`config.mk`:
```
export PLATFORM = sky130hd
export DESIGN_NAME = port_range_spec_parser
export DESIGN_NICKNAME = d
export VERILOG_FILES = /design/src/prsp_pkg.sv /design/src/prsp_step.sv /design/src/port_range_spec_parser.sv
export SDC_FILE = /design/constraint.sdc
export NUM_CORES = 1
export LEC_CHECK = 0
export BUFFER_PORTS_ARGS = -buffer_cell sky130_fd_sc_hd__buf_2
export CORE_MARGIN = 10
export CORE_UTILIZATION = 40
export DETAILED_ROUTE_END_ITERATION = 10
export PLACE_DENSITY = 0.56
export SLEW_MARGIN = 20
export SYNTH_ARGS = -nofsm -noshare
export SYNTH_HDL_FRONTEND = slang
export SYNTH_SLANG_ARGS = --single-unit
export TNS_END_PERCENT = 20
```
`constraint.sdc`:
```
create_clock -name clk -period 5.7 [get_ports clk]
set_clock_uncertainty 0.05 [all_clocks]
set_input_delay 1.14 -clock clk [delete_from_list [all_inputs] [get_ports clk]]
set_output_delay 1.14 -clock clk [all_outputs]
set_load 0.02 [all_outputs]
```
`src/prsp_pkg.sv`:
```
// ----------------------------------------------------------------------------
// prsp_pkg
// types and constants shared by the port range spec parser modules
// ----------------------------------------------------------------------------
package prsp_pkg;

	localparam int unsigned PORT_W = 16;
	localparam int unsigned ACC_W  = 17;
	localparam int unsigned CH_W   = 8;
	localparam int unsigned ERR_W  = 3;

	localparam logic [ACC_W-1:0] ACC_SAT = 17'd65536;

	localparam logic [CH_W-1:0] CH_ZERO  = 8'h30;
	localparam logic [CH_W-1:0] CH_NINE  = 8'h39;
	localparam logic [CH_W-1:0] CH_DASH  = 8'h2d;
	localparam logic [CH_W-1:0] CH_COMMA = 8'h2c;

	typedef enum logic [1:0] {
		PH_FIRST,
		PH_SECOND,
		PH_ERR
	} phase_t;

	typedef enum logic [ERR_W-1:0] {
		ERR_NONE      = 3'd0,
		ERR_EMPTY     = 3'd1,
		ERR_NOT_COMMA = 3'd2,
		ERR_ORDER     = 3'd3,
		ERR_MISSING   = 3'd4,
		ERR_INVALID   = 3'd5
	} err_t;

	typedef struct packed {
		phase_t             phase;
		logic [PORT_W-1:0]  start_value;
		logic [ACC_W-1:0]   accum;
	} state_t;

	typedef struct packed {
		logic               range_valid;
		logic [PORT_W-1:0]  start_port;
		logic [PORT_W-1:0]  end_port;
		err_t               error_code;
		logic               done_res;
	} res_t;

endpackage

```
`src/prsp_step.sv`:
```
// ----------------------------------------------------------------------------
// prsp_step
// next state and result for one character of the port list
// ----------------------------------------------------------------------------
module prsp_step (
	input  logic [prsp_pkg::CH_W-1:0] ch,
	input  logic                      last,
	input  prsp_pkg::state_t          cur,
	output prsp_pkg::state_t          nxt,
	output logic                      has_res,
	output prsp_pkg::res_t            res
);

	localparam prsp_pkg::state_t CLEAR = '{
		phase:       prsp_pkg::PH_FIRST,
		start_value: '0,
		accum:       '0
	};

	logic                           digit;
	logic [3:0]                     dval;
	logic [prsp_pkg::ACC_W+3:0]     mac;
	logic [prsp_pkg::ACC_W-1:0]     acc_sat;
	logic                           sat_ok;
	logic                           acc_ok;
	logic                           below;
	logic [prsp_pkg::PORT_W-1:0]    sep_s;
	logic [prsp_pkg::PORT_W-1:0]    sep_e;
	logic                           sep;
	prsp_pkg::err_t                 sep_err;

	assign digit = (ch >= prsp_pkg::CH_ZERO) && (ch <= prsp_pkg::CH_NINE);
	assign dval  = 4'(ch - prsp_pkg::CH_ZERO);

	// accum * 10 + digit, then saturate
	assign mac = {1'b0, cur.accum, 3'b000} + {3'b000, cur.accum, 1'b0}
		+ {{(prsp_pkg::ACC_W){1'b0}}, dval};
	assign acc_sat = (mac > {4'b0000, prsp_pkg::ACC_SAT}) ? prsp_pkg::ACC_SAT
		: mac[prsp_pkg::ACC_W-1:0];

	assign sat_ok = (acc_sat != '0) && !acc_sat[prsp_pkg::ACC_W-1];
	assign acc_ok = (cur.accum != '0) && !cur.accum[prsp_pkg::ACC_W-1];
	assign below  = cur.accum < {1'b0, cur.start_value};

	always_comb begin
		nxt     = cur;
		has_res = 1'b0;
		res     = '0;
		sep     = 1'b0;
		sep_s   = '0;
		sep_e   = '0;
		sep_err = prsp_pkg::ERR_NONE;

		if (cur.phase == prsp_pkg::PH_ERR) begin
			if (last) begin
				nxt          = CLEAR;
				has_res      = 1'b1;
				res.done_res = 1'b1;
			end
		end else if (digit) begin
			nxt.accum = acc_sat;
			if (last) begin
				has_res      = 1'b1;
				res.done_res = 1'b1;
				if (!sat_ok) begin
					res.error_code = prsp_pkg::ERR_INVALID;
				end else if (cur.phase == prsp_pkg::PH_SECOND) begin
					if (acc_sat < {1'b0, cur.start_value}) begin
						res.error_code = prsp_pkg::ERR_ORDER;
					end else begin
						res.range_valid = 1'b1;
						res.start_port  = cur.start_value;
						res.end_port    = acc_sat[prsp_pkg::PORT_W-1:0];
					end
				end else begin
					res.range_valid = 1'b1;
					res.start_port  = acc_sat[prsp_pkg::PORT_W-1:0];
					res.end_port    = acc_sat[prsp_pkg::PORT_W-1:0];
				end
				nxt = CLEAR;
			end
		end else if (!acc_ok) begin
			has_res        = 1'b1;
			res.error_code = prsp_pkg::ERR_INVALID;
			res.done_res   = last;
			if (last) begin
				nxt = CLEAR;
			end else begin
				nxt.phase = prsp_pkg::PH_ERR;
			end
		end else if (cur.phase == prsp_pkg::PH_SECOND) begin
			if (below) begin
				has_res        = 1'b1;
				res.error_code = prsp_pkg::ERR_ORDER;
				res.done_res   = last;
				if (last) begin
					nxt = CLEAR;
				end else begin
					nxt.phase = prsp_pkg::PH_ERR;
				end
			end else begin
				sep   = 1'b1;
				sep_s = cur.start_value;
				sep_e = cur.accum[prsp_pkg::PORT_W-1:0];
			end
		end else if (ch == prsp_pkg::CH_DASH) begin
			if (last) begin
				nxt            = CLEAR;
				has_res        = 1'b1;
				res.error_code = prsp_pkg::ERR_MISSING;
				res.done_res   = 1'b1;
			end else begin
				nxt.start_value = cur.accum[prsp_pkg::PORT_W-1:0];
				nxt.accum       = '0;
				nxt.phase       = prsp_pkg::PH_SECOND;
			end
		end else begin
			sep   = 1'b1;
			sep_s = cur.accum[prsp_pkg::PORT_W-1:0];
			sep_e = cur.accum[prsp_pkg::PORT_W-1:0];
		end

		// element complete, this character is its separator
		if (sep) begin
			if (ch != prsp_pkg::CH_COMMA) begin
				sep_err = prsp_pkg::ERR_NOT_COMMA;
			end else if (last) begin
				sep_err = prsp_pkg::ERR_EMPTY;
			end
			has_res         = 1'b1;
			res.range_valid = 1'b1;
			res.start_port  = sep_s;
			res.end_port    = sep_e;
			res.error_code  = sep_err;
			res.done_res    = last;
			if (last) begin
				nxt = CLEAR;
			end else if (sep_err != prsp_pkg::ERR_NONE) begin
				nxt.phase = prsp_pkg::PH_ERR;
			end else begin
				nxt = CLEAR;
			end
		end
	end

endmodule

```
`src/port_range_spec_parser.sv`:
```
// ----------------------------------------------------------------------------
// port_range_spec_parser
// parses a port list such as 80,8000-8010 one character per item and
// reports each single port or range, errors and end of string
//
//   channel | signals                                          | direction
//   --------+--------------------------------------------------+----------
//   in      | in_valid in_ready ch last                        | to block
//   out     | out_valid out_ready range_valid start_port       | from block
//           | end_port error_code done_res                     |
//
// one character per cycle while no result waits on a stalled output; a result
// is presented once its item has passed the input register and the result register
// the parser state feeds back through the combinational step logic
// a stalled output holds one result while the input register still takes
// an item; characters that give no result keep flowing during a stall
// reset clears the parser state and the input and output valid flags
// ----------------------------------------------------------------------------
module port_range_spec_parser (
	input  logic                            clk,
	input  logic                            arst_n,
	input  logic                            in_valid,
	output logic                            in_ready,
	input  logic [prsp_pkg::CH_W-1:0]       ch,
	input  logic                            last,
	output logic                            out_valid,
	input  logic                            out_ready,
	output logic                            range_valid,
	output logic [prsp_pkg::PORT_W-1:0]     start_port,
	output logic [prsp_pkg::PORT_W-1:0]     end_port,
	output logic [prsp_pkg::ERR_W-1:0]      error_code,
	output logic                            done_res
);

	logic                          valid_s1;
	logic [prsp_pkg::CH_W-1:0]     ch_s1;
	logic                          last_s1;
	prsp_pkg::state_t              state_q;
	prsp_pkg::state_t              state_nxt;
	logic                          has_res;
	prsp_pkg::res_t                res;
	prsp_pkg::res_t                res_q;
	logic                          out_valid_q;
	logic                          fire;

	prsp_step u_step (
		.ch      (ch_s1),
		.last    (last_s1),
		.cur     (state_q),
		.nxt     (state_nxt),
		.has_res (has_res),
		.res     (res)
	);

	assign fire     = valid_s1 && (!has_res || !out_valid_q || out_ready);
	assign in_ready = !valid_s1 || fire;

	// input register
	always_ff @(posedge clk or negedge arst_n) begin
		if (!arst_n) begin
			valid_s1 <= 1'b0;
		end else if (in_ready) begin
			valid_s1 <= in_valid;
		end
	end

	always_ff @(posedge clk) begin
		if (in_ready && in_valid) begin
			ch_s1   <= ch;
			last_s1 <= last;
		end
	end

	// parser state
	always_ff @(posedge clk or negedge arst_n) begin
		if (!arst_n) begin
			state_q <= '{phase: prsp_pkg::PH_FIRST, start_value: '0, accum: '0};
		end else if (fire) begin
			state_q <= state_nxt;
		end
	end

	// result register
	always_ff @(posedge clk or negedge arst_n) begin
		if (!arst_n) begin
			out_valid_q <= 1'b0;
		end else if (fire && has_res) begin
			out_valid_q <= 1'b1;
		end else if (out_ready) begin
			out_valid_q <= 1'b0;
		end
	end

	always_ff @(posedge clk) begin
		if (fire && has_res) begin
			res_q <= res;
		end
	end

	assign out_valid   = out_valid_q;
	assign range_valid = res_q.range_valid;
	assign start_port  = res_q.start_port;
	assign end_port    = res_q.end_port;
	assign error_code  = res_q.error_code;
	assign done_res    = res_q.done_res;

	// final character leaves the parser in its reset state
	a_last_clears: assert property (@(posedge clk) disable iff (!arst_n)
		fire && last_s1 |=> state_q.phase == prsp_pkg::PH_FIRST
			&& state_q.accum == '0 && state_q.start_value == '0)
		else $error("state not cleared after final character");

	// accumulator saturates
	a_acc_sat: assert property (@(posedge clk) disable iff (!arst_n)
		state_q.accum <= prsp_pkg::ACC_SAT)
		else $error("accumulator above saturation");

	// a reported range is ordered and holds valid ports
	a_range_ok: assert property (@(posedge clk) disable iff (!arst_n)
		out_valid && range_valid |-> start_port <= end_port && start_port != '0)
		else $error("bad range reported");

	// a result without range and without done carries an error
	a_err_res: assert property (@(posedge clk) disable iff (!arst_n)
		out_valid && !range_valid && !done_res |-> error_code != prsp_pkg::ERR_NONE)
		else $error("empty result");

	// a pending result is not overwritten
	a_no_drop: assert property (@(posedge clk) disable iff (!arst_n)
		out_valid && !out_ready |=> out_valid && $stable(res_q))
		else $error("pending result lost");

endmodule

```
Word level (Yosys, flattened, before mapping)
Cells that the tools add are included.

storage, ports and cells
  register bits = 83
  input bits = 13
  output and inout bits = 39
  word-level logic and storage cells = 110

cells by class
  add/sub/neg operators = 3
  order comparisons = 5
  equal/unequal tests = 8
  multiplexer cells = 63
  reductions and logical operators = 19

operators by type and width
  cell                  count
  $mux 35               10
  $mux 33               6
  $mux 16               11
  $mux 36               2
  $mux 37               1
  $lt 17x16->1          2
  $mux 34               1
  $reduce_bool 17->1    2
  $add 20x18->21        1
  $add 21x4->21         1
  $gt 21x17->1 const B  1
  $mux 4                5
  $mux 1                18
  $mux 17               1
  $mux 3                4
  $ne 6x5->1 const B    2
  $eq 8x6->1 const B    1
  $ge 8x6->1 const B    1
  $le 8x6->1 const B    1
  $mux 2                4
  $ne 8x6->1 const B    1
  $logic_and 1x1->1     6
  $logic_not 1->1       5
  $reduce_and 5->1      1
  other kinds (8)       10

Depth between registers and ports, before layout
  depth in word-level cells = 13
  gate-level depth with buffers = 23
  gate-level depth less buffers = 20

Hierarchy
A second synthesis with hierarchy kept.

second synthesis, totals
  cell total of the unflattened synthesis = 727
  area, all modules = 6911.6 µm²

modules (own cells, without submodules)
  module                  instances  cells each  area each (µm²)  sequential area each (µm²)
  port_range_spec_parser  1          256         3574.7           2307.2
  prsp_step               1          471         3337.0           0.0

Worst setup path after synthesis
OpenSTA, ideal clock, no wires.

  path type = register -> register
  from = register state_q[1] (netlist bit)
  to = register res_q (netlist bit start_port[12]) (data pin)
  setup time = 0.180 ns
  arrival time = 5.528 ns
  data required time = 5.470 ns
  setup slack = -0.058 ns
  cell stages (with the launch flop) = 23
  buffers on the path = 2
  clock period less this slack = 5.758 ns
  path through = dfrtp_1 -> ha_1 -> ha_1 -> fa_1 -> a211o_1 -> a21o_1 -> xnor2_1 -> nand3_1 -> nor4_1 -> and2_1 -> buf_4 -> o21a_1 -> buf_4 -> and2_1 -> ha_1 -> nand3_1 -> o31ai_1 -> o21ai_0 -> a221oi_1 -> o21ai_0 -> a2111oi_4 -> nor2_1 -> o311ai_1

RTL lines
  item                    RTL line                      RTL
  from (decl)             port_range_spec_parser.sv:38  prsp_pkg::state_t state_q;
  from (signal assigned)  port_range_spec_parser.sv:77  state_q <= '{phase: prsp_pkg::PH_FIRST, start_value: '0, accum: '0};
  from (signal assigned)  port_range_spec_parser.sv:79  state_q <= state_nxt;
  to (signal assigned)    port_range_spec_parser.sv:96  res_q <= res;
  to (decl)               port_range_spec_parser.sv:42  prsp_pkg::res_t res_q;

==> metrics <==
Netlist cell types 73; Max Fclk 0.1828 GHz; vias in the first global route 5937; clock period minus worst slack 5.469 ns; FP Rows 46; IO Port Bufs between 50 and 60; drt pass-1 iters 6; Pint 1.334 mW; Clk pwr share 28.9%; clk buf depth 2; core area between 15000 and 20000 um^2; Syn-to-layout area delta 18.23%; Clock Latency Late Sink 0.35 ns; number of CTS-inserted buffers 9; post-route ant nets 0; initial antenna violation count 0; hold path cells 2; commonest non-fill, non-tap cell in the layout nand2_1; die area 21410 um^2; Peak VDD IR around 150 uV; R2R Path End start_port[14]; drt via density around 6.1; ys flop type edfxtp_1; Critical Path Sink Type register; most frequent cells in the layout nand2_1 (69), ha_1 (63), a21oi_1 (57); die height 146.3 um; Worst EP required a little under 6 ns; Top Metal Used met4; Fin. Hold Viols 0; R2R setup slack 0.23 ns; ANT cells 0; Total Wirelength 21.23 mm; routed length on met3 1.394 mm; largest net degree at the start of global routing 38; total gr overflow 0; #FFs+latches synth 83; Seq pwr share 38.1%; sw frac 37.28%; Worst Path Buf+Inv 2; CP endpoint start_port[14]; Ys Warns 0; htree depth 3; CTS Sinks 83; Die X-Extent 146.3 um; Max-Cap Viols 0; DP HPWL 16.03 mm; final worst slack 0.2305 ns; all-layer global routing usage 19.25%; Top Ports 52; syn avg cell area 9.250 um^2; layout cells sized above 1 about a fifth; cell family with most CP delay compound AO/OA/AOI/OAI gates; WL met2 between 9 and 10 mm; reg2reg start ch_s1[3]; Worst path max stage delay 0.55 ns; number of remaining DRC errors 0; DR vias 6055; Post-Place Cells 975; register area share after synthesis approximately 36%; Net Count, Synth 768; crit start category register; Worst Path Max Fanout 9; pre-CTS WS 0.05873 ns; routed metal-1 wirelength 9.531 mm; CP Launch Point ch_s1[3]; DR WL/cell 21.40 um; Hold Slack 0.4859 ns; Hold/Removal Path Class reg2reg; Setup Viol. Count Final 0; Initial Utilization 40.47%; Leak Pwr 3.365 nW; crit path DAT 5.58 ns; nets about 850; TritonCTS clock tree done; Post-synth EDFFs 46; PD cells 281.7 nW/um^2; path depth of the worst reg2reg path 19; Worst path slowest cell fa_1; cts hold-fix bufs 0; final worst path period share a little over nine tenths; cells after synthesis 690; max-slew violations 0; critical path, cell by cell fa_1 > fa_1 > a211o_1 > a21o_1 > nand4_1 > nand3_2 > or2_2 > buf_4 > o21a_2 > and2_1 > ha_1 > nand3_1 > o31ai_1 > o21ai_1 > a21oi_1 > nor2b_1 > or4_4 > buf_4 > o31ai_1; Non-Filler Instances 992; critical path type reg2reg; first-pass GRT wire length 33.19 mm; number of DRC violations after detailed-routing iteration 0 660; clock-pin slew on the worst setup and hold paths 0.07 ns; Final GP Congestion 0.9730; status finished clean; Post-synth ARST share 44.58%; mapped cell area 6382 um^2; Switch Pwr 0.7925 mW; Root Buffer clkbuf_16; Worst Tran Pin Value 0.9867 ns; normalized max-slew margin 32.52%; Worst path depth 19; Comb pwr share 33.0%; TNS Setup 0 ns
-- layer usage --
metal / track usage, % / up-vias
met5: 0 / -
met3: 3.399 / 37
met1: 25.25 / 2946
met4: 6.456 / 0
met2: 31.30 / 253
li1: - / 2819
-- state kept, by name, summed over array words and instances (netlist names) --
signal and flops:
range_valid 1, error_code 3, out_valid 1, state_q 35, last_s1 1, start_port 16
done_res 1, valid_s1 1, ch_s1 8, end_port 16
-- worst min-delay path by stage --
stage / start / endpoint / slack [ns]
6_report: valid_s1 / valid_s1 / 0.49
5_1_grt: state_q[27] / state_q[27] / 0.53
3_5_place_dp: valid_s1 / valid_s1 / 0.47
2_1_floorplan: state_q[19] / state_q[19] / 0.45
4_1_cts: valid_s1 / valid_s1 / 0.49
3_3_place_gp: valid_s1 / valid_s1 / 0.46
-- repair_timing --
| item | in CTS | in global routing |
|---|---|---|
| endpoints found under the setup margin | 0 | 32 |
| setup buffers | 0 | 0 |
| resized for setup | 0 | 12 |
-- worst reg2reg max path, cell delays in order, from the launching register on --
cell      delay (ns)
edfxtp_1        0.45
fa_1            0.55
fa_1            0.47
a211o_1         0.36
a21o_1          0.27
nand4_1         0.14
nand3_2         0.14
or2_2           0.34
buf_4           0.17
o21a_2          0.26
and2_1          0.17
ha_1            0.27
nand3_1         0.09
o31ai_1         0.24
o21ai_1         0.13
a21oi_1         0.17
nor2b_1         0.09
or4_4           0.48
buf_4           0.21
o31ai_1         0.24
-- Yosys cell counts, types with 3 or more instances --
master,count,area (um^2)
nand2_1,69,259.0
ha_1,63,788.3
a21oi_1,57,285.3
edfxtp_1,46,1381
dfrtp_1,37,925.9
nor2_1,32,120.1
o21ai_0,32,160.2
nand3_1,31,155.2
inv_1,30,112.6
clkbuf_1,26,97.59
a21o_1,17,127.6
nand2b_1,15,93.84
nor4_1,14,87.58
a22o_1,12,105.1
a32o_1,12,120.1
and2_1,12,75.07
o22a_1,12,105.1
o22ai_1,12,75.07
nor3_1,11,55.05
o21ai_2,10,87.58
o31ai_1,10,75.07
nand4_1,9,56.30
nor2b_1,9,56.30
a211o_1,7,61.31
a211oi_1,7,52.55
a31o_2,6,52.55
nor3b_1,6,45.04
a31oi_1,5,31.28
buf_2,5,25.02
xor2_1,5,43.79
or3_1,4,25.02
xnor2_1,4,35.03
a2111oi_0,3,26.28
and3_1,3,18.77
and4_1,3,26.28
buf_4,3,22.52
o211ai_1,3,22.52
or4_1,3,22.52
-- power groups by stage --
stage | clock network [mW] | registers [mW] | logic, mW
finish | 0.615 | 0.809 | 0.702
global route | 0.655 | 0.818 | 0.770
CTS | 0.626 | 0.810 | 0.680
detailed placement | 0 | 0.820 | 0.677
global placement | 0 | 0.817 | 0.670
floorplan | 0 | 0.889 | 0.377
-- cells by family after synthesis --
logic type	share of synthesized area, %
AOI/OAI and AO/OA	26.90
buffers and inverters	4.450
adders and majority gates	12.98
xor gates and xnor gates	1.235
DFF	36.15
and+or+nand+nor	18.29
-- layout make-up --
class / instances / area [um^2]
flip-flops and latches: 83 / 2307
clock inverters: 7 / 82.58
clock buffers: 9 / 225.2
well taps: 216 / 270.3
multi-input cells: 540 / 3860
repair buffers: 107 / 688.2
inverters: 30 / 112.6
fillers: 1513 / 8224
-- through the flow --
stage | power (mW) | util (%) | instance area, um^2
5_1_grt | 2.242 | 47.85 | 7546
6_report | 2.126 | 47.85 | 7546
2_1_floorplan | 1.266 | - | 6389
3_5_place_dp | 1.497 | 45.45 | 7168
4_1_cts | 2.115 | 47.41 | 7476
3_3_place_gp | 1.487 | 45.45 | 7168
Note: power is estimated with default switching activity, not from simulation.
